[src/hdl/multi_width_crc_engine_unit_macros.svh]
// Assertion macros shared by the CRC engine RTL.
`ifndef MULTI_WIDTH_CRC_ENGINE_UNIT_MACROS_SVH
`define MULTI_WIDTH_CRC_ENGINE_UNIT_MACROS_SVH

// Same-cycle implication, checked while out of reset.
`define MWCRC_ASSERT_NOW(lbl, clk, rst_n, ante, cons, msg) \
  lbl: assert property (@(posedge clk) disable iff (!rst_n) (ante) |-> (cons)) \
    else $error(msg);

// Next-cycle implication, checked while out of reset.
`define MWCRC_ASSERT_NEXT(lbl, clk, rst_n, ante, cons, msg) \
  lbl: assert property (@(posedge clk) disable iff (!rst_n) (ante) |=> (cons)) \
    else $error(msg);

`endif

[src/hdl/mwcrc_pkg.sv]
// Package with the types, codes and polynomials of the CRC engine.
`timescale 1ns / 1ps
`default_nettype none
package mwcrc_pkg;

  // Width mode codes.
  typedef logic [1:0] crc_mode_t;
  localparam crc_mode_t MODE_CRC8  = 2'd0;
  localparam crc_mode_t MODE_CRC16 = 2'd1;
  localparam crc_mode_t MODE_CRC32 = 2'd2;

  // Configuration register indexes.
  typedef logic [1:0] cfg_index_t;
  localparam cfg_index_t CFG_WIDTH_MODE = 2'd0;
  localparam cfg_index_t CFG_INIT_VALUE = 2'd1;
  localparam cfg_index_t CFG_FINAL_XOR  = 2'd2;

  typedef logic [31:0] crc_word_t;

  // Generator polynomials, top bit implied.
  localparam logic [7:0]  POLY8  = 8'h01;
  localparam logic [15:0] POLY16 = 16'h1021;
  localparam logic [31:0] POLY32 = 32'h04C1_1DB7;

  // Mask that keeps the bits of the selected width.
  function automatic crc_word_t width_mask(input crc_mode_t mode);
    crc_word_t m;
    unique case (mode)
      MODE_CRC8:  m = 32'h0000_00FF;
      MODE_CRC16: m = 32'h0000_FFFF;
      default:    m = 32'hFFFF_FFFF;
    endcase
    return m;
  endfunction

endpackage
`default_nettype wire

[src/hdl/mwcrc_byte_step.sv]
// One byte of MSB-first CRC update for the 8, 16 and 32 bit modes.
`timescale 1ns / 1ps
`default_nettype none
module mwcrc_byte_step (
  input  wire mwcrc_pkg::crc_mode_t mode,
  input  wire mwcrc_pkg::crc_word_t crc_in,
  input  wire logic [7:0]           data_byte,
  output mwcrc_pkg::crc_word_t      crc_out
);
  import mwcrc_pkg::*;

  logic [7:0]  c8;
  logic [15:0] c16;
  logic [31:0] c32;

  // Fold the byte into the top of each register and run eight shift steps.
  always_comb begin
    c8  = crc_in[7:0] ^ data_byte;
    c16 = crc_in[15:0] ^ {data_byte, 8'h00};
    c32 = crc_in ^ {data_byte, 24'h00_0000};
    for (int i = 0; i < 8; i++) begin
      c8  = c8[7]   ? ({c8[6:0], 1'b0} ^ POLY8)   : {c8[6:0], 1'b0};
      c16 = c16[15] ? ({c16[14:0], 1'b0} ^ POLY16) : {c16[14:0], 1'b0};
      c32 = c32[31] ? ({c32[30:0], 1'b0} ^ POLY32) : {c32[30:0], 1'b0};
    end
  end

  // Pick the selected width, zero-extended; the unused code acts as CRC-32.
  always_comb begin
    unique case (mode)
      MODE_CRC8:  crc_out = {24'h00_0000, c8};
      MODE_CRC16: crc_out = {16'h0000, c16};
      default:    crc_out = c32;
    endcase
  end

endmodule
`default_nettype wire

[src/hdl/multi_width_crc_engine_unit.sv]
// A byte transfer is registered in the input stage, then folded into the running CRC;
// a last byte sets out_valid through the result register once that register is free.
// Throughput: one byte per cycle unless a last byte waits on a full, stalled result register;
// the running CRC register closes its loop through the eight unrolled shift steps.
// Reset: synchronous on rst_n; CRC-32 mode, init value and final XOR zero, running CRC zero.
`timescale 1ns / 1ps
`default_nettype none
`include "multi_width_crc_engine_unit_macros.svh"
module multi_width_crc_engine_unit (
  input  wire                         clk,
  input  wire                         rst_n,
  // Configuration write port
  input  wire                         cfg_we,
  input  wire mwcrc_pkg::cfg_index_t  cfg_index,
  input  wire logic [31:0]            cfg_data,
  // Byte input channel
  input  wire                         in_valid,
  output logic                        in_stall,
  input  wire logic [7:0]             in_data_byte,
  input  wire logic                   in_last_byte,
  // Result channel
  output logic                        out_valid,
  input  wire                         out_stall,
  output logic [31:0]                 out_crc_result
);
  import mwcrc_pkg::*;

  crc_mode_t  width_mode_r;
  crc_word_t  init_value_r;
  crc_word_t  final_xor_r;
  crc_word_t  crc_r;
  crc_word_t  crc_nxt;
  crc_word_t  crc_step;

  logic       s1_valid_r;
  logic [7:0] s1_data_r;
  logic       s1_last_r;
  logic       s1_fire;
  logic       in_take;

  logic       out_valid_r;
  crc_word_t  out_crc_r;
  logic       out_free;
  logic       init_write;

  assign init_write = cfg_we && (cfg_index == CFG_INIT_VALUE);

  // Configuration registers.
  always_ff @(posedge clk) begin
    if (!rst_n) begin
      width_mode_r <= MODE_CRC32;
      init_value_r <= '0;
      final_xor_r  <= '0;
    end else if (cfg_we) begin
      unique case (cfg_index)
        CFG_WIDTH_MODE: width_mode_r <= cfg_data[1:0];
        CFG_INIT_VALUE: init_value_r <= cfg_data;
        CFG_FINAL_XOR:  final_xor_r  <= cfg_data;
        default: ;
      endcase
    end
  end

  // Handshake: a non-last byte always moves on; a last byte needs the result slot.
  assign out_free = !out_valid_r || !out_stall;
  assign s1_fire  = s1_valid_r && (!s1_last_r || out_free);
  assign in_stall = s1_valid_r && !s1_fire;
  assign in_take  = in_valid && !in_stall;

  // Input register stage.
  always_ff @(posedge clk) begin
    if (!rst_n) begin
      s1_valid_r <= 1'b0;
    end else if (in_take || s1_fire) begin
      s1_valid_r <= in_take;
    end
  end

  always_ff @(posedge clk) begin
    if (in_take) begin
      s1_data_r <= in_data_byte;
      s1_last_r <= in_last_byte;
    end
  end

  mwcrc_byte_step u_step (
    .mode      (width_mode_r),
    .crc_in    (crc_r),
    .data_byte (s1_data_r),
    .crc_out   (crc_step)
  );

  // Running CRC: an init write reloads it, a last byte restarts from the init value.
  always_comb begin
    crc_nxt = crc_r;
    if (init_write) begin
      crc_nxt = cfg_data;
    end else if (s1_fire) begin
      crc_nxt = s1_last_r ? init_value_r : crc_step;
    end
  end

  always_ff @(posedge clk) begin
    if (!rst_n) begin
      crc_r <= '0;
    end else begin
      crc_r <= crc_nxt;
    end
  end

  // Result register: loaded with the finished CRC when a last byte completes.
  always_ff @(posedge clk) begin
    if (!rst_n) begin
      out_valid_r <= 1'b0;
    end else if (out_free) begin
      out_valid_r <= s1_fire && s1_last_r;
    end
  end

  always_ff @(posedge clk) begin
    if (s1_fire && s1_last_r) begin
      out_crc_r <= (crc_step ^ final_xor_r) & width_mask(width_mode_r);
    end
  end

  assign out_valid      = out_valid_r;
  assign out_crc_result = out_crc_r;

  // A stalled input means a last byte waits on a full, stalled result register.
  `MWCRC_ASSERT_NOW(a_stall_cause, clk, rst_n, in_stall,
    s1_valid_r && s1_last_r && out_valid_r && out_stall,
    "input stalled without a blocked last byte")
  // A completing last byte always shows up as a result.
  `MWCRC_ASSERT_NEXT(a_last_gives_result, clk, rst_n, s1_fire && s1_last_r,
    out_valid_r, "last byte did not produce a result")
  // After a last byte the running CRC restarts from the init value.
  `MWCRC_ASSERT_NEXT(a_crc_restart, clk, rst_n, s1_fire && s1_last_r && !init_write,
    crc_r == $past(init_value_r), "running CRC not reloaded after last byte")
  // A middle byte carries its update into the running CRC.
  `MWCRC_ASSERT_NEXT(a_crc_update, clk, rst_n, s1_fire && !s1_last_r && !init_write,
    crc_r == $past(crc_step), "running CRC missed a byte update")

endmodule
`default_nettype wire

[config.mk]
export PLATFORM = sky130hd
export DESIGN_NAME = multi_width_crc_engine_unit
export DESIGN_NICKNAME = d
export VERILOG_FILES = /design/src/hdl/mwcrc_pkg.sv /design/src/hdl/mwcrc_byte_step.sv /design/src/hdl/multi_width_crc_engine_unit.sv
export VERILOG_INCLUDE_DIRS = /design/src /design/src/hdl
export SDC_FILE = /design/constraint.sdc
export NUM_CORES = 1
export LEC_CHECK = 0
export BUFFER_PORTS_ARGS = -buffer_cell sky130_fd_sc_hd__buf_2
export CAP_MARGIN = 40
export CORE_MARGIN = 1
export CORE_UTILIZATION = 49
export DETAILED_ROUTE_END_ITERATION = 10
export PLACE_DENSITY = 0.69
export RECOVER_POWER = 100
export SYNTH_ARGS = -nofsm -noshare
export SYNTH_HDL_FRONTEND = slang
export SYNTH_SLANG_ARGS = --single-unit
[constraint.sdc]
create_clock -name clk -period 3.6 [get_ports clk]
set_input_delay 0.54 -clock clk [delete_from_list [all_inputs] [get_ports clk]]
set_output_delay 0.54 -clock clk [all_outputs]
set_load 0.02 [all_outputs]
# ---- Yosys cells after proc, flatten, opt, wreduce, memory -nomap -nowiden
# Index checks and enable logic that the tools add are counted.
dict set report classes {
  n_eq_ne 3
  mux 30
  bitwise 21
  n_reduce_logical 19
}
# op count
set op_table {}
lappend op_table {{$mux 27} 8}
lappend op_table {{$mux 32} 4}
lappend op_table {{$pmux 32 s2} 2}
lappend op_table {{$not 14->14} 8}
lappend op_table {{$mux 13} 8}
lappend op_table {{$xor 32x32->32} 2}
lappend op_table {{$and 32x32->32} 1}
lappend op_table {{$not 3->3} 8}
lappend op_table {{$xor 16x16->16} 1}
lappend op_table {{$mux 1} 8}
lappend op_table {{$xor 8x8->8} 1}
lappend op_table {{$reduce_and 2->1} 3}
lappend op_table {{$logic_and 1x1->1} 5}
lappend op_table {{$logic_not 1->1} 5}
lappend op_table {{$eq 2x1->1 const B} 2}
lappend op_table {{$logic_not 2->1} 2}
lappend op_table {{$logic_or 1x1->1} 3}
lappend op_table {{$eq 2x2->1 const B} 1}
lappend op_table {{$reduce_bool 2->1} 1}
dict set report totals {
  output_inout_bits 34
  regBits 141
  in_bits 48
}

# ---- Depth between registers and ports, before layout
dict set report depth {
  ltp_word 21
  ltp_mapped 8
  ltp_nobuf 6
}

# ---- Hierarchy
# From an unflattened synthesis, not the netlist that was laid out.
dict set report unflattened {
  hier_cells 806
  hier_area_um2 7586.0
}
# mod cells_each seq_area_each_um2 instances area_each_um2
set by_module_without_submodules {}
lappend by_module_without_submodules {multi_width_crc_engine_unit 628 3233.1 1 6022.0}
lappend by_module_without_submodules {mwcrc_byte_step 178 0.0 1 1564.0}

# ---- Least setup slack after synthesis
# Ideal clock, no wire load.
dict set report synth_path {
  path_type {register to register}
  from {reg s1_last_r}
  to {reg out_crc_r[0] (netlist: out_crc_result[0]) (enable)}
  stages_incl_launch_ff 5
  n_path_buf 2
  arrival_time_ps 2266
  slack_ps 913
  path_cell_list {edfxtp_1 -> clkbuf_1 -> inv_1 -> clkbuf_1 -> nor2_1}
}
dict set report synth_between {
  elab_chain_cells 4
}
# item line_no
set synth_lines {}
lappend synth_lines {{from (decl)} multi_width_crc_engine_unit.sv:37} ;# logic s1_last_r;
lappend synth_lines {{from (signal assigned)} multi_width_crc_engine_unit.sv:82} ;# s1_last_r <= in_last_byte;
lappend synth_lines {{$logic_not 1->1} multi_width_crc_engine_unit.sv:66} ;# assign s1_fire = s1_valid_r && (!s1_last_r || out_free);
lappend synth_lines {{$logic_or 1x1->1} multi_width_crc_engine_unit.sv:66}
lappend synth_lines {{$logic_and 1x1->1} multi_width_crc_engine_unit.sv:66}
lappend synth_lines {{$logic_and 1x1->1 *} multi_width_crc_engine_unit.sv:121} ;# if (s1_fire && s1_last_r) begin
lappend synth_lines {{to (signal assigned)} multi_width_crc_engine_unit.sv:122} ;# out_crc_r <= (crc_step ^ final_xor_r) & width_mask(width_mode_r);
lappend synth_lines {{to (decl)} multi_width_crc_engine_unit.sv:42} ;# crc_word_t out_crc_r;
# Mark *: on every way between the ends. The rest lies on a longest branch, timed or not.
# A chain may end at the register's enable or synchronous reset.

# ---- Final worst setup path
dict set report layout_path {
  from {reg s1_last_r}
  to {reg out_crc_r[18] (netlist: out_crc_result[18]) (enable)}
}
# The elaborated chain is that of the path after synthesis.

==> results.json <==
{
  "status": "complete, no violations",
  "grt_max_degree": 60,
  "antenna_found_initial": 0,
  "synth_top_family_by_area": "compound AO/OA/AOI/OAI gates",
  "antenna_cells": 0,
  "min_period_ns": 2.96,
  "finalMaxSlewViolations": 0,
  "synth.area.mux_share_pct": 1.00,
  "endpoint": "out_crc_result[18]",
  "critPathMaxStageDelay_ns": 0.75,
  "path_cells": "clkbuf_1, inv_1, nor2_4, buf_12",
  "syn_inst": 779,
  "yosys.area_share.adder_pct": 0,
  "synth_edf_count": 41,
  "cp_top_family": "buffers and inverters",
  "cap_violations": 0,
  "worstSkewPairLatency_ns": 0.42,
  "coreArea_mm2": 0.0146,
  "syn-cell-area_mm2": 0.00737,
  "critical-path-slowest-cell": "clkbuf_1",
  "hpwl_um": 14800,
  "globalplace.congestion": 0.914,
  "rsz0062_at_grt": "false",
  "vdd_drop_max_v": 0.000409,
  "synth_top_area_cell": "dfxtp_1",
  "max_freq_ghz": 0.338,
  "start_util_pct": 50.5,
  "place_area_mm2": 0.00796,
  "synthTopCellsByCount": "173 x nand2_1, 100 x dfxtp_1, 76 x a21boi_0",
  "track_usage_pct": 27.6,
  "fin_util_pct": 57.6,
  "final_nets": 893,
  "netlist.area_leader.share_pct": 27.2,
  "worst_pin_slew_ns": 1.40,
  "vias": 6054,
  "wire_per_inst_um": 19.8,
  "final.setup.worst_slack_ns": 0.637,
  "antenna_left": 0,
  "synth_xor_area_share_pct": 17.6,
  "r2r_cells": 4,
  "r2r_slack_ns": 0.64,
  "yosys.area_share.simple_pct": 14.5,
  "die-height_um": 125,
  "die_w_um": 125,
  "cts_resized": 0,
  "powerDensity_mw_per_mm2": 589,
  "r2r_end": "out_crc_result[18]",
  "port_buffers": 81,
  "cts_max_path_buffers": 2,
  "seq_area_frac_synth_pct": 43.8,
  "fin_area_mm2": 0.00840,
  "finalHoldViolCount": 0,
  "ctsHoldBuffers": 0,
  "synthArstFlopShare_pct": 0,
  "syn-num-nets": 827,
  "crit_path_max_fanout": 20,
  "synth_flop_cell": "dfxtp_1",
  "root_buffer": "clkbuf_16",
  "crit_buf_inv": 3,
  "tns_ns": 0,
  "clkSinkCount": 141,
  "slew_headroom_pct": 6.91,
  "place_ws_ns": 1.09,
  "placementRows": 44,
  "worstPathRequired_ns": 3.72,
  "grt_pass1_wl_um": 33200,
  "period_share_pct": 82.3,
  "cp-start-kind": "flip-flop",
  "io_pins": 82,
  "regArea_mm2": 0.00323,
  "r2r-start": "s1_last_r",
  "multi_input_area_mm2": 0.00388,
  "grt_overflow": 0,
  "cts_setup_buffers": 0,
  "worstSetupStartpoint": "s1_last_r",
  "ys_ff_latch": 141,
  "cp.depth": 4,
  "wirelength_um": 20600,
  "leakage_nw": 3.00,
  "fill_cells": 1281,
  "synthDistinctLibCells": 57,
  "die_area_mm2": 0.0155,
  "drive_gt1_share_pct": 11.2,
  "ys_top_cells_by_area": "dfxtp_1 27%, edfxtp_1 17%, nand2_1 8.8%, xnor2_1 8.0%, a21boi_0 7.7%",
  "clkTransAtPathRegs_ns": 0.06,
  "drc": 0,
  "min_path_type": "input pin to flip-flop",
  "numCtsBuffers": 17,
  "drt_iter0_drc": 520,
  "clock_skew_ns": 0.00772,
  "cts_max_level": 4,
  "arrival_ns": 3.08,
  "cts_tree": "yes",
  "synth_compound_area_share_pct": 20.1,
  "finalSetupViolCount": 0,
  "synth_warnings": 0,
  "grt_pass1_vias": 5916,
  "syn_to_final_growth_pct": 13.9,
  "syn_avg_cell_area_um2": 9.47,
  "first_pass_iters": 5,
  "whs_path_depth": 1,
  "end_kind": "flip-flop",
  "yosysMostFrequentCell": "nand2_1",
  "viasPerCell": 5.81,
  "path_class": "flip-flop to flip-flop"
}
==> layout by cell type (no fill, tap or decap), types with 4 or more instances in the layout <==
master     count
buf_4         10
or2_2          6
o211ai_1      27
o21ai_1        4
xor2_1        23
o21ai_0       20
nand2b_1       5
or2_0          4
clkbuf_16     18
buf_2         42
a21oi_1       26
nor2_1        30
nand2_1      173
a32oi_1        5
nand3_1        5
and3_1         5
clkbuf_1      45
nor3_1         4
mux2i_1        4
inv_1          6
xnor2_1       73
nor2b_1        4
a211oi_1       9
edfxtp_1      41
a21boi_0      80
dfxtp_1      100
a22o_1        12
xnor3_1       11
==> worst min-delay path by stage <==
stage                     startpoint          endpoint
floorplan            init_value_r[6]   init_value_r[6]
global placement     init_value_r[5]   init_value_r[5]
detailed placement  init_value_r[24]  init_value_r[24]
CTS                     in_last_byte         s1_last_r
global route            in_last_byte         s1_last_r
finish                  in_last_byte         s1_last_r
==> worst register-to-register path: cells and delay by family (launching register included) <==
family / cells / cell delay (ns)
buffers and inverters: 3 / 1.66
AND/OR/NAND/NOR: 1 / 0.62
flip-flops: 1 / 0.37
==> stage by stage <==
step	power [mW]	instances	hold slack, ns
3_3_place_gp	3.32	1008	0.450
2_1_floorplan	2.95	779	0.439
3_5_place_dp	3.35	1010	0.458
4_1_cts	5.00	1042	0.279
6_report	4.95	1042	0.294
5_1_grt	5.16	1042	0.287
==> power breakdown <==
group          internal [mW]  switching (mW)  total, mW
Clock                  0.974           0.679       1.65
Combinational          0.620           0.784       1.40
Sequential              1.79          0.0975       1.89
Total                   3.38            1.56       4.95
==> sequential cells by signal, summed over array words and instances (netlist names) <==
signal	count
crc_r	32
final_xor_r	32
init_value_r	32
out_crc_result	32
out_valid	1
s1_data_r	8
s1_last_r	1
s1_valid_r	1
width_mode_r	2
==> routing by layer <==
metal / track usage, % / routed length (um) / part of all wire, %
met5: 0 / 0 / 0
met4: 8.36 / 430 / 2.1
met3: 6.36 / 1460 / 7.1
met2: 43.3 / 9450 / 46
met1: 37.8 / 9300 / 45
==> area by class of cell <==
| type | count | area share [%] |
|---|---|---|
| inverter | 7 | 0.313 |
| multi-input combinational | 582 | 46.3 |
| sequential | 141 | 38.5 |
| clock buffer | 23 | 5.94 |
| tap | 184 | 2.74 |
| timing repair buffer | 96 | 5.56 |
| clock inverter | 9 | 0.685 |
==> cell families after synthesis <==
family / Yosys count
simple gates: 253
compound gates: 208
flops: 141
xor+xnor: 114
buf+inv: 56
mux: 7
No activity file was read; power rests on OpenSTA's default activity.
